===== config.mk =====
export PLATFORM = sky130hd
export DESIGN_NAME = sliding_mode_speed_controller
export DESIGN_NICKNAME = d
export VERILOG_FILES = /design/src/hw/rtl/smsc_pkg.sv /design/src/hw/rtl/smsc_mac.sv /design/src/hw/rtl/smsc_seq.sv /design/src/hw/rtl/sliding_mode_speed_controller.sv
export SDC_FILE = /design/constraint.sdc
export NUM_CORES = 2
export LEC_CHECK = 0
export BUFFER_PORTS_ARGS = -buffer_cell sky130_fd_sc_hd__buf_2
export CAP_MARGIN = 20
export CORE_MARGIN = 8
export CORE_UTILIZATION = 35
export CTS_CLUSTER_SIZE = 8
export DETAILED_ROUTE_END_ITERATION = 8
export GPL_ROUTABILITY_DRIVEN = 0
export SYNTH_ARGS = -nofsm -noshare
export SYNTH_HDL_FRONTEND = slang
export SYNTH_HIERARCHICAL = 1
export SYNTH_SLANG_ARGS = --single-unit

===== constraint.sdc =====
create_clock -name i_clk -period 11.4 [get_ports i_clk]
set_clock_uncertainty 0.05 [all_clocks]
set_input_delay 1.14 -clock i_clk [delete_from_list [all_inputs] [get_ports i_clk]]
set_output_delay 1.14 -clock i_clk [all_outputs]
set_load 0.03 [all_outputs]

===== src/hw/rtl/smsc_pkg.sv =====
// ----------------------------------------------------------------------------
// smsc_pkg
// Shared types and constants of the sliding-mode speed controller.
// ----------------------------------------------------------------------------
`default_nettype none

package smsc_pkg;

    localparam int IN_W      = 16;
    localparam int ERR_W     = 17;
    localparam int INT_W     = 40;
    localparam int GAIN_W    = 32;
    localparam int LIM_W     = 16;
    localparam int CFG_IDX_W = 3;
    localparam int CFG_DAT_W = 32;

    // operands are sign-extended to the integral width and shifted out one bit a beat
    localparam int OPW      = INT_W;
    localparam int ACC_W    = 36;
    localparam int N_TERMS  = 3;
    localparam int CNT_W    = $clog2(OPW);
    localparam int SW_EXTRA = 2;

    localparam logic BOUNDARY_LAYER = 1'b1;

    localparam logic [CFG_IDX_W-1:0] REG_SURF_ERR_GAIN = 3'd0;
    localparam logic [CFG_IDX_W-1:0] REG_SURF_INT_GAIN = 3'd1;
    localparam logic [CFG_IDX_W-1:0] REG_COEFF_ERROR   = 3'd2;
    localparam logic [CFG_IDX_W-1:0] REG_COEFF_INTEG   = 3'd3;
    localparam logic [CFG_IDX_W-1:0] REG_COEFF_SPEED   = 3'd4;
    localparam logic [CFG_IDX_W-1:0] REG_COEFF_SWITCH  = 3'd5;
    localparam logic [CFG_IDX_W-1:0] REG_OUT_MIN       = 3'd6;
    localparam logic [CFG_IDX_W-1:0] REG_OUT_MAX       = 3'd7;

    typedef enum logic [2:0] {
        ST_IDLE,
        ST_MAIN,
        ST_SW_SEL,
        ST_TERM,
        ST_SUM,
        ST_LIMIT
    } t_state;

    typedef struct packed {
        logic clr;
        logic step;
        logic last;
    } t_mac_ctl;

    typedef struct packed {
        t_mac_ctl mac_s;
        t_mac_ctl mac_c;
        logic     load;
        logic     rotate;
        logic     sel_sw;
        logic     term;
        logic     sum;
        logic     fin;
        logic     ready;
    } t_seq_ctl;

endpackage

`default_nettype wire


===== src/hw/rtl/smsc_mac.sv =====
// ----------------------------------------------------------------------------
// smsc_mac
// Serial-parallel multiply-accumulate lane: parallel coefficients, operand
// bits LSB first, sign bit subtracted on the last beat.
// ----------------------------------------------------------------------------
`default_nettype none

module smsc_mac import smsc_pkg::*; (
    input  wire logic                           i_clk,
    input  wire t_mac_ctl                       i_ctl,
    input  wire logic [N_TERMS-1:0][GAIN_W-1:0] i_coef,
    input  wire logic [N_TERMS-1:0]             i_bit,
    output logic signed [ACC_W-1:0]             o_hi,
    output logic [OPW-1:0]                      o_lo
);

    logic signed [ACC_W-1:0] r_hi, n_hi;
    logic [OPW-1:0]          r_lo, n_lo;
    logic signed [ACC_W-1:0] term;
    logic signed [ACC_W-1:0] acc_sum;

    always_comb begin
        term = '0;
        for (int j = 0; j < N_TERMS; j++) begin
            if (i_bit[j]) begin
                term = term + ACC_W'($signed(i_coef[j]));
            end
        end
        acc_sum = i_ctl.last ? (r_hi - term) : (r_hi + term);
        n_hi    = acc_sum >>> 1;
        n_lo    = {acc_sum[0], r_lo[OPW-1:1]};
    end

    always_ff @(posedge i_clk) begin
        if (i_ctl.clr) begin
            r_hi <= '0;
        end else if (i_ctl.step) begin
            r_hi <= n_hi;
            r_lo <= n_lo;
        end
    end

    assign o_hi = r_hi;
    assign o_lo = r_lo;

endmodule

`default_nettype wire


===== src/hw/rtl/smsc_seq.sv =====
// ----------------------------------------------------------------------------
// smsc_seq
// Sequencer: operand pass, switching selection, switching-term pass, final
// sum and output limiting.
// ----------------------------------------------------------------------------
`default_nettype none

module smsc_seq import smsc_pkg::*; #(
    parameter int SW_W = 18
) (
    input  wire logic i_clk,
    input  wire logic i_rst_n,
    input  wire logic i_in_valid,
    input  wire logic i_out_free,
    output t_seq_ctl  o_ctl
);

    t_state             r_state, n_state;
    logic [CNT_W-1:0]   r_cnt, n_cnt;

    always_ff @(posedge i_clk) begin
        if (!i_rst_n) begin
            r_state <= ST_IDLE;
            r_cnt   <= '0;
        end else begin
            r_state <= n_state;
            r_cnt   <= n_cnt;
        end
    end

    always_comb begin
        n_state = r_state;
        n_cnt   = r_cnt;
        o_ctl   = '0;
        case (r_state)
            ST_IDLE: begin
                o_ctl.ready = 1'b1;
                if (i_in_valid) begin
                    o_ctl.load      = 1'b1;
                    o_ctl.mac_s.clr = 1'b1;
                    o_ctl.mac_c.clr = 1'b1;
                    n_cnt           = '0;
                    n_state         = ST_MAIN;
                end
            end
            ST_MAIN: begin
                o_ctl.rotate     = 1'b1;
                o_ctl.mac_s.step = 1'b1;
                o_ctl.mac_c.step = 1'b1;
                o_ctl.mac_s.last = (r_cnt == CNT_W'(OPW - 1));
                o_ctl.mac_c.last = (r_cnt == CNT_W'(OPW - 1));
                n_cnt            = r_cnt + 1'b1;
                if (r_cnt == CNT_W'(OPW - 1)) begin
                    n_state = ST_SW_SEL;
                end
            end
            ST_SW_SEL: begin
                o_ctl.sel_sw    = 1'b1;
                o_ctl.mac_s.clr = 1'b1;
                n_cnt           = '0;
                n_state         = ST_TERM;
            end
            ST_TERM: begin
                o_ctl.term       = 1'b1;
                o_ctl.mac_s.step = 1'b1;
                o_ctl.mac_s.last = (r_cnt == CNT_W'(SW_W - 1));
                n_cnt            = r_cnt + 1'b1;
                if (r_cnt == CNT_W'(SW_W - 1)) begin
                    n_state = ST_SUM;
                end
            end
            ST_SUM: begin
                o_ctl.sum = 1'b1;
                n_state   = ST_LIMIT;
            end
            ST_LIMIT: begin
                if (i_out_free) begin
                    o_ctl.fin = 1'b1;
                    n_state   = ST_IDLE;
                end
            end
            default: begin
                n_state = ST_IDLE;
            end
        endcase
    end

endmodule

`default_nettype wire


===== src/hw/rtl/sliding_mode_speed_controller.sv =====
// ----------------------------------------------------------------------------
// sliding_mode_speed_controller
// Sliding-mode speed loop: error, saturating integral, sliding surface with
// boundary layer, linear command mix and output limiting, in bit-serial form.
// ----------------------------------------------------------------------------
// Usage:
//   Slave stream beat carries speed_ref and speed_meas; one master stream beat returns
//   current_cmd and the limited flag for every input beat. Configuration writes go over
//   the cfg channel (ready outside reset); the user must write while idle (not enforced).
// Sequence:
//   The operand pass shifts the error, integral and speed through two serial
//   MAC lanes; the switching value is then selected from the surface, the
//   switching term is formed on the surface lane, and the final sum and
//   limiting follow. One item is in flight at a time; the next input beat is
//   taken only once the result has entered the output register.
// Reset: synchronous active low; clears integral, previous error, gains and
//   sets the command limits to the full 16-bit range. No beat is taken while
//   reset is held.
// Stall: a result waiting on i_m_axis_tready holds the block in the limiting
//   step; the integral commits only when the result enters the output register.
// ----------------------------------------------------------------------------
`default_nettype none

module sliding_mode_speed_controller import smsc_pkg::*; #(
    parameter int FRAC_BITS = 16
) (
    input  wire logic                 i_clk,
    input  wire logic                 i_rst_n,
    input  wire logic                 i_s_axis_tvalid,
    output logic                      o_s_axis_tready,
    input  wire logic [31:0]          i_s_axis_tdata,   // [15:0] speed_ref, [31:16] speed_meas
    output logic                      o_m_axis_tvalid,
    input  wire logic                 i_m_axis_tready,
    output logic [15:0]               o_m_axis_tdata,   // [15:0] current_cmd
    output logic [0:0]                o_m_axis_tuser,   // [0] limited
    input  wire logic                 i_cfg_valid,
    output logic                      o_cfg_ready,
    input  wire logic [CFG_IDX_W-1:0] i_cfg_index,
    input  wire logic [CFG_DAT_W-1:0] i_cfg_data
);

    localparam int SW_W = FRAC_BITS + SW_EXTRA;
    localparam int S_W  = ACC_W + OPW;
    localparam int T_W  = ACC_W + SW_EXTRA;
    localparam int Q_W  = S_W - FRAC_BITS;

    t_seq_ctl seq_ctl;
    logic     out_free;

    logic signed [GAIN_W-1:0] r_surf_err_gain, r_surf_int_gain;
    logic signed [GAIN_W-1:0] r_coeff_error, r_coeff_integ, r_coeff_speed, r_coeff_switch;
    logic signed [LIM_W-1:0]  r_out_min, r_out_max;

    logic signed [INT_W-1:0]  r_integral;
    logic signed [ERR_W-1:0]  r_prev_err;

    logic [OPW-1:0]           r_e_sh, r_trial_sh, r_meas_sh;
    logic [SW_W-1:0]          r_sw_sh;
    logic signed [Q_W-1:0]    r_q;

    logic                     r_out_valid;
    logic [LIM_W-1:0]         r_cmd;
    logic                     r_lim;

    logic signed [IN_W-1:0]   speed_ref, speed_meas;
    logic signed [ERR_W-1:0]  err;
    logic signed [INT_W:0]    int_sum;
    logic signed [INT_W-1:0]  trial;

    logic [N_TERMS-1:0][GAIN_W-1:0] coef_s, coef_c;
    logic [N_TERMS-1:0]             bit_s, bit_c;
    logic signed [ACC_W-1:0]        hi_s, hi_c;
    logic [OPW-1:0]                 lo_s, lo_c;

    logic signed [S_W-1:0]    surf;
    logic signed [S_W-1:0]    one_s, neg_one_s;
    logic [SW_W-1:0]          one_sw;
    logic [SW_W-1:0]          sw;
    logic signed [T_W-1:0]    t_term;
    logic signed [S_W-1:0]    mix_sum;
    logic signed [Q_W-1:0]    q_hi_lim, q_lo_lim;
    logic [LIM_W-1:0]         cmd;
    logic                     lim;

    assign out_free        = !r_out_valid || i_m_axis_tready;
    assign o_s_axis_tready = seq_ctl.ready && i_rst_n;
    assign o_cfg_ready     = i_rst_n;

    smsc_seq #(
        .SW_W (SW_W)
    ) u_seq (
        .i_clk      (i_clk),
        .i_rst_n    (i_rst_n),
        .i_in_valid (i_s_axis_tvalid),
        .i_out_free (out_free),
        .o_ctl      (seq_ctl)
    );

    // operand front end
    always_comb begin
        speed_ref  = $signed(i_s_axis_tdata[15:0]);
        speed_meas = $signed(i_s_axis_tdata[31:16]);
        err        = ERR_W'(speed_ref) - ERR_W'(speed_meas);
        int_sum    = (INT_W + 1)'(r_integral) + (INT_W + 1)'(r_prev_err);
        if (int_sum[INT_W] != int_sum[INT_W-1]) begin
            trial = {int_sum[INT_W], {(INT_W - 1){~int_sum[INT_W]}}};
        end else begin
            trial = int_sum[INT_W-1:0];
        end
    end

    // lane operand selection
    always_comb begin
        coef_c = {r_coeff_speed, r_coeff_integ, r_coeff_error};
        bit_c  = {r_meas_sh[0], r_trial_sh[0], r_e_sh[0]};
        if (seq_ctl.term) begin
            coef_s = {GAIN_W'(0), GAIN_W'(0), r_coeff_switch};
            bit_s  = {1'b0, 1'b0, r_sw_sh[0]};
        end else begin
            coef_s = {GAIN_W'(0), r_surf_int_gain, r_surf_err_gain};
            bit_s  = {1'b0, r_trial_sh[0], r_e_sh[0]};
        end
    end

    smsc_mac u_mac_s (
        .i_clk  (i_clk),
        .i_ctl  (seq_ctl.mac_s),
        .i_coef (coef_s),
        .i_bit  (bit_s),
        .o_hi   (hi_s),
        .o_lo   (lo_s)
    );

    smsc_mac u_mac_c (
        .i_clk  (i_clk),
        .i_ctl  (seq_ctl.mac_c),
        .i_coef (coef_c),
        .i_bit  (bit_c),
        .o_hi   (hi_c),
        .o_lo   (lo_c)
    );

    // switching value, final sum and limits
    always_comb begin
        surf      = {hi_s, lo_s};
        one_s     = S_W'(1) <<< FRAC_BITS;
        neg_one_s = -one_s;
        one_sw    = SW_W'(1) << FRAC_BITS;
        if (BOUNDARY_LAYER) begin
            if (surf > one_s) begin
                sw = one_sw;
            end else if (surf < neg_one_s) begin
                sw = -one_sw;
            end else begin
                sw = surf[SW_W-1:0];
            end
        end else begin
            if (surf[S_W-1]) begin
                sw = -one_sw;
            end else if (surf == '0) begin
                sw = '0;
            end else begin
                sw = one_sw;
            end
        end

        t_term  = {hi_s, lo_s[OPW-1 -: SW_EXTRA]};
        mix_sum = $signed({hi_c, lo_c}) + S_W'(t_term);

        q_hi_lim = Q_W'(r_out_max);
        q_lo_lim = Q_W'(r_out_min);
        if (r_q > q_hi_lim) begin
            cmd = r_out_max;
            lim = 1'b1;
        end else if (r_q < q_lo_lim) begin
            cmd = r_out_min;
            lim = 1'b1;
        end else begin
            cmd = r_q[LIM_W-1:0];
            lim = 1'b0;
        end
    end

    // configuration
    always_ff @(posedge i_clk) begin
        if (!i_rst_n) begin
            r_surf_err_gain <= '0;
            r_surf_int_gain <= '0;
            r_coeff_error   <= '0;
            r_coeff_integ   <= '0;
            r_coeff_speed   <= '0;
            r_coeff_switch  <= '0;
            r_out_min       <= 16'sh8000;
            r_out_max       <= 16'sh7FFF;
        end else if (i_cfg_valid) begin
            case (i_cfg_index)
                REG_SURF_ERR_GAIN: r_surf_err_gain <= i_cfg_data;
                REG_SURF_INT_GAIN: r_surf_int_gain <= i_cfg_data;
                REG_COEFF_ERROR:   r_coeff_error   <= i_cfg_data;
                REG_COEFF_INTEG:   r_coeff_integ   <= i_cfg_data;
                REG_COEFF_SPEED:   r_coeff_speed   <= i_cfg_data;
                REG_COEFF_SWITCH:  r_coeff_switch  <= i_cfg_data;
                REG_OUT_MIN:       r_out_min       <= i_cfg_data[LIM_W-1:0];
                REG_OUT_MAX:       r_out_max       <= i_cfg_data[LIM_W-1:0];
                default: begin
                end
            endcase
        end
    end

    // operand shift registers and working values
    always_ff @(posedge i_clk) begin
        if (seq_ctl.load) begin
            r_e_sh     <= OPW'(err);
            r_trial_sh <= OPW'(trial);
            r_meas_sh  <= OPW'(speed_meas);
        end else if (seq_ctl.rotate) begin
            r_e_sh     <= {r_e_sh[0], r_e_sh[OPW-1:1]};
            r_trial_sh <= {r_trial_sh[0], r_trial_sh[OPW-1:1]};
            r_meas_sh  <= {r_meas_sh[0], r_meas_sh[OPW-1:1]};
        end
        if (seq_ctl.sel_sw) begin
            r_sw_sh <= sw;
        end else if (seq_ctl.term) begin
            r_sw_sh <= {r_sw_sh[SW_W-1], r_sw_sh[SW_W-1:1]};
        end
        if (seq_ctl.sum) begin
            r_q <= mix_sum[S_W-1:FRAC_BITS];
        end
        if (seq_ctl.fin) begin
            r_cmd <= cmd;
            r_lim <= lim;
        end
    end

    // controller state and output beat
    always_ff @(posedge i_clk) begin
        if (!i_rst_n) begin
            r_integral  <= '0;
            r_prev_err  <= '0;
            r_out_valid <= 1'b0;
        end else begin
            if (seq_ctl.fin) begin
                r_prev_err <= r_e_sh[ERR_W-1:0];
                if (!lim) begin
                    r_integral <= r_trial_sh;
                end
            end
            if (seq_ctl.fin) begin
                r_out_valid <= 1'b1;
            end else if (i_m_axis_tready) begin
                r_out_valid <= 1'b0;
            end
        end
    end

    assign o_m_axis_tvalid = r_out_valid;
    assign o_m_axis_tdata  = r_cmd;
    assign o_m_axis_tuser  = r_lim;

endmodule

`default_nettype wire


==> results.tsv <==
metric	value	unit
status	completed	
Area Overhead vs Synth	9.92	%
Max Buffers Root-to-Sink	3	
Routed WL	147000	um
Compound-Gate Fraction of Synth Area	0.237	
Die Wd	400	um
post-synthesis simple-gate area fraction	0.193	
Seq/Total Area, Yosys	0.312	
Crit Path Max Fanout	58	
Critical Path AT	9.83	ns
Cells after Synth	6135	
Post-Syn Area	51500	um2
CTS Hold Bufs	0	
Synth Area in Adders	0.113	
Post-synth ARST share	0	
Avg Vias per Cell	5.54	
CTS Buf Count	95	
# clock sinks	656	
Fmax	107	MHz
worst slew pin tran	1.12	ns
1st-iter DRT viols	3473	
Worst Hold Class	flip-flop to flip-flop	
Critical Path Start Type	flip-flop	
DRC viols	0	
Relative slew margins	0.250	
number of max-cap violations	0	
distinct cell type count after synthesis	131	
post-synthesis mux area share	0.0468	
Die Ht	400	um
Avg Inst Size Synth	8.40	um2
Initial Utilization	0.351	
Max stage delay on crit path	0.60	ns
YS warnings	6	
count of input and output buffers	91	
EDFF count, synth	295	
Worst Setup End Kind	flip-flop	
hold wc startpoint	u_mac_c/o_lo[28]$_DFFE_PP_	
grt ovf	0	
ANT nets after route	0	
routed wire length per instance	18.2	um
Storage cell area	16100	um2
Max H-tree Level	3	
flop2flop setup slack	2.09	ns
Pins Over Slew Limit	0	
main flop type after synthesis	dfxtp_1	
DRT Pass-1 Iters	6	
CP dominant cell by count	nor3_1	
standard-cell rows	141	
reg-to-reg critical path startpoint	r_e_sh[0]$_DFFE_PP_	
Fin. Hold Viols	0	
number of fill cells	14800	
CTS tree	built	
post-route setup TNS	0	ns
vias post-DR	44800	
Cell Area, Placed	53800	um2
layout cell share with drive strength beyond 1	0.0775	
power density over cell area	141	nW/um2
RSZ-0062 raised after global routing	false	
die area	160000	um2
Clk Tree Root Cell	clkbuf_16	
Resize count post-CTS	0	
# Post-CTS Setup Buffers	0	
final instance area	56700	um2
XOR/XNOR share of the synthesized area	0.0540	
first-pass GRT wire length	234000	um
area of the multi-input gates	33500	um2
minimum clock period	9.31	ns
largest net degree at the start of global routing	135	
Reg clk slew, reported paths	0.05	ns
final setup fails	0	
R2R depth	36	
Tcrit/Tclk final	0.817	
r2r endpoint	u_mac_c/o_hi[33]$_SDFFE_PP0P_	
CP max-delay cell	a2111oi_0	
gr usage total	0.178	
hold endpoint	u_mac_c/o_lo[27]$_DFFE_PP_	
Skew-Pair Late Insertion Delay	0.72	ns
critical path class	flip-flop to flip-flop	
Pleak	22.9	nW
largest family of logic cells by synthesized area	compound AO/OA/AOI/OAI gates	
nets	6617	
data required time of the worst path	11.92	ns
antenna violations before repair	8	
core area	147000	um2
Hold Crit Depth	0	
DP Wirelength	108000	um
I/O pin cnt	92	
Yosys reg bits	656	
vias in the first global route	42400	
Max VDD drop	116	uV
-- metrics by stage --
step           hold WS [ns]  std cells  power, mW  utilization  setup slack [ns]
2_1_floorplan         0.381       6176       4.69            -              3.20
3_3_place_gp          0.386       7919       5.26        0.366              2.28
3_5_place_dp          0.392       7920       5.30        0.366              2.15
4_1_cts               0.395       8083       8.05        0.385              2.15
5_1_grt               0.407       8090       8.46        0.386              1.15
6_report              0.401       8093       8.01        0.386              2.09
-- state kept, by name, indices dropped and copies added (netlist names), 17 cells and up --
signal	count
r_coeff_switch	32
r_surf_int_gain	32
r_surf_err_gain	32
r_sw_sh	18
r_coeff_error	32
u_mac_c/o_lo	40
u_mac_s/o_lo	40
r_meas_sh	40
u_mac_c/o_hi	35
r_q	60
r_coeff_speed	32
r_coeff_integ	32
r_trial_sh	40
r_e_sh	40
u_mac_s/o_hi	35
r_integral	40
r_prev_err	17
-- Yosys cell counts (160+ instances only) --
master	n	share of area
clkbuf_1	230	0.017
edfxtp_1	295	0.17
nor2_1	416	0.030
ha_1	447	0.11
nand2_1	905	0.066
inv_1	241	0.018
xnor2_1	193	0.033
dfxtp_1	361	0.14
o21ai_0	306	0.030
mux2i_1	160	0.031
a21o_1	187	0.027
a21oi_1	437	0.042
a21boi_0	228	0.033
-- logic make-up (layout without fill, tap and decap cells) --
group,after synthesis,in the layout
DFF,656,656
buffers and inverters,571,551
xor gates and xnor gates,317,317
AOI/OAI and AO/OA,1791,1791
other,1,49
adders and majority gates,460,460
muxes,231,231
and+or+nand+nor,2108,2108
-- where the power goes --
part,internal (mW),switching (mW)
Sequential,2.71,0.220
Clock,1.58,1.13
Combinational,0.946,1.42
-- cells in the final DEF, fill, tap and decap left out, types with 42 or more instances in the layout --
master and instances:
mux2_2 66, nor2_1 406, a31oi_1 62, o211ai_1 59, mux2i_1 159, dfxtp_1 360, xnor2_1 193, o21bai_1 44
and2_1 57, nand4_1 110, a211oi_1 42, clkbuf_1 51, xor2_1 123, buf_2 90, o21ai_0 306, nor3_1 100
a21o_1 187, ha_1 446, clkbuf_16 95, nand2_1 905, inv_1 240, buf_4 51, edfxtp_1 295, conb_1 42
a21oi_1 436, and3_1 50, o21a_1 69, nor2b_1 94, nand3_1 120, a21boi_0 228
-- final cells by class --
cell class | count | share of cell area
diodes | 7 | 0.000309
clock buffers | 151 | 0.0465
clock inverters | 12 | 0.00336
inverters | 243 | 0.0161
multi-input cells | 4949 | 0.591
flip-flops and latches | 656 | 0.284
well taps | 1930 | 0.0426
repair buffers | 145 | 0.0163
-- critical path, delay by kind of cell (launching register included) --
family | cells | cell delay (ns)
flops | 1 | 0.33
compound gates | 12 | 3.43
xor+xnor | 4 | 0.52
buf+inv | 1 | 0.50
fa+ha+maj | 4 | 1.18
mux | 1 | 0.13
simple gates | 14 | 3.02
-- routing by layer --
metal,vias up,routed length [um],global-route usage
met2,1067,64700,0.281
li1,22200,-,-
met1,21300,71100,0.250
met3,226,7300,0.0233
met4,4,4050,0.0575
met5,-,23,0
-- how the worst max path moves through the flow --
| stage | from | slack [ns] | endpoint |
|---|---|---|---|
| final | r_e_sh[0]$_DFFE_PP_ | 2.09 | u_mac_c/o_hi[33]$_SDFFE_PP0P_ |
| after global routing | r_e_sh[0]$_DFFE_PP_ | 1.15 | u_mac_c/o_hi[33]$_SDFFE_PP0P_ |
| after CTS | r_e_sh[0]$_DFFE_PP_ | 2.15 | u_mac_c/o_hi[33]$_SDFFE_PP0P_ |
| after detailed placement | r_e_sh[0]$_DFFE_PP_ | 2.15 | u_mac_c/o_hi[33]$_SDFFE_PP0P_ |
| after global placement | r_e_sh[0]$_DFFE_PP_ | 2.28 | u_mac_c/o_hi[33]$_SDFFE_PP0P_ |
| after floorplan | r_e_sh[0]$_DFFE_PP_ | 3.20 | u_mac_c/o_hi[34]$_SDFFE_PP0P_ |
Power figures use the tool's default switching activity.
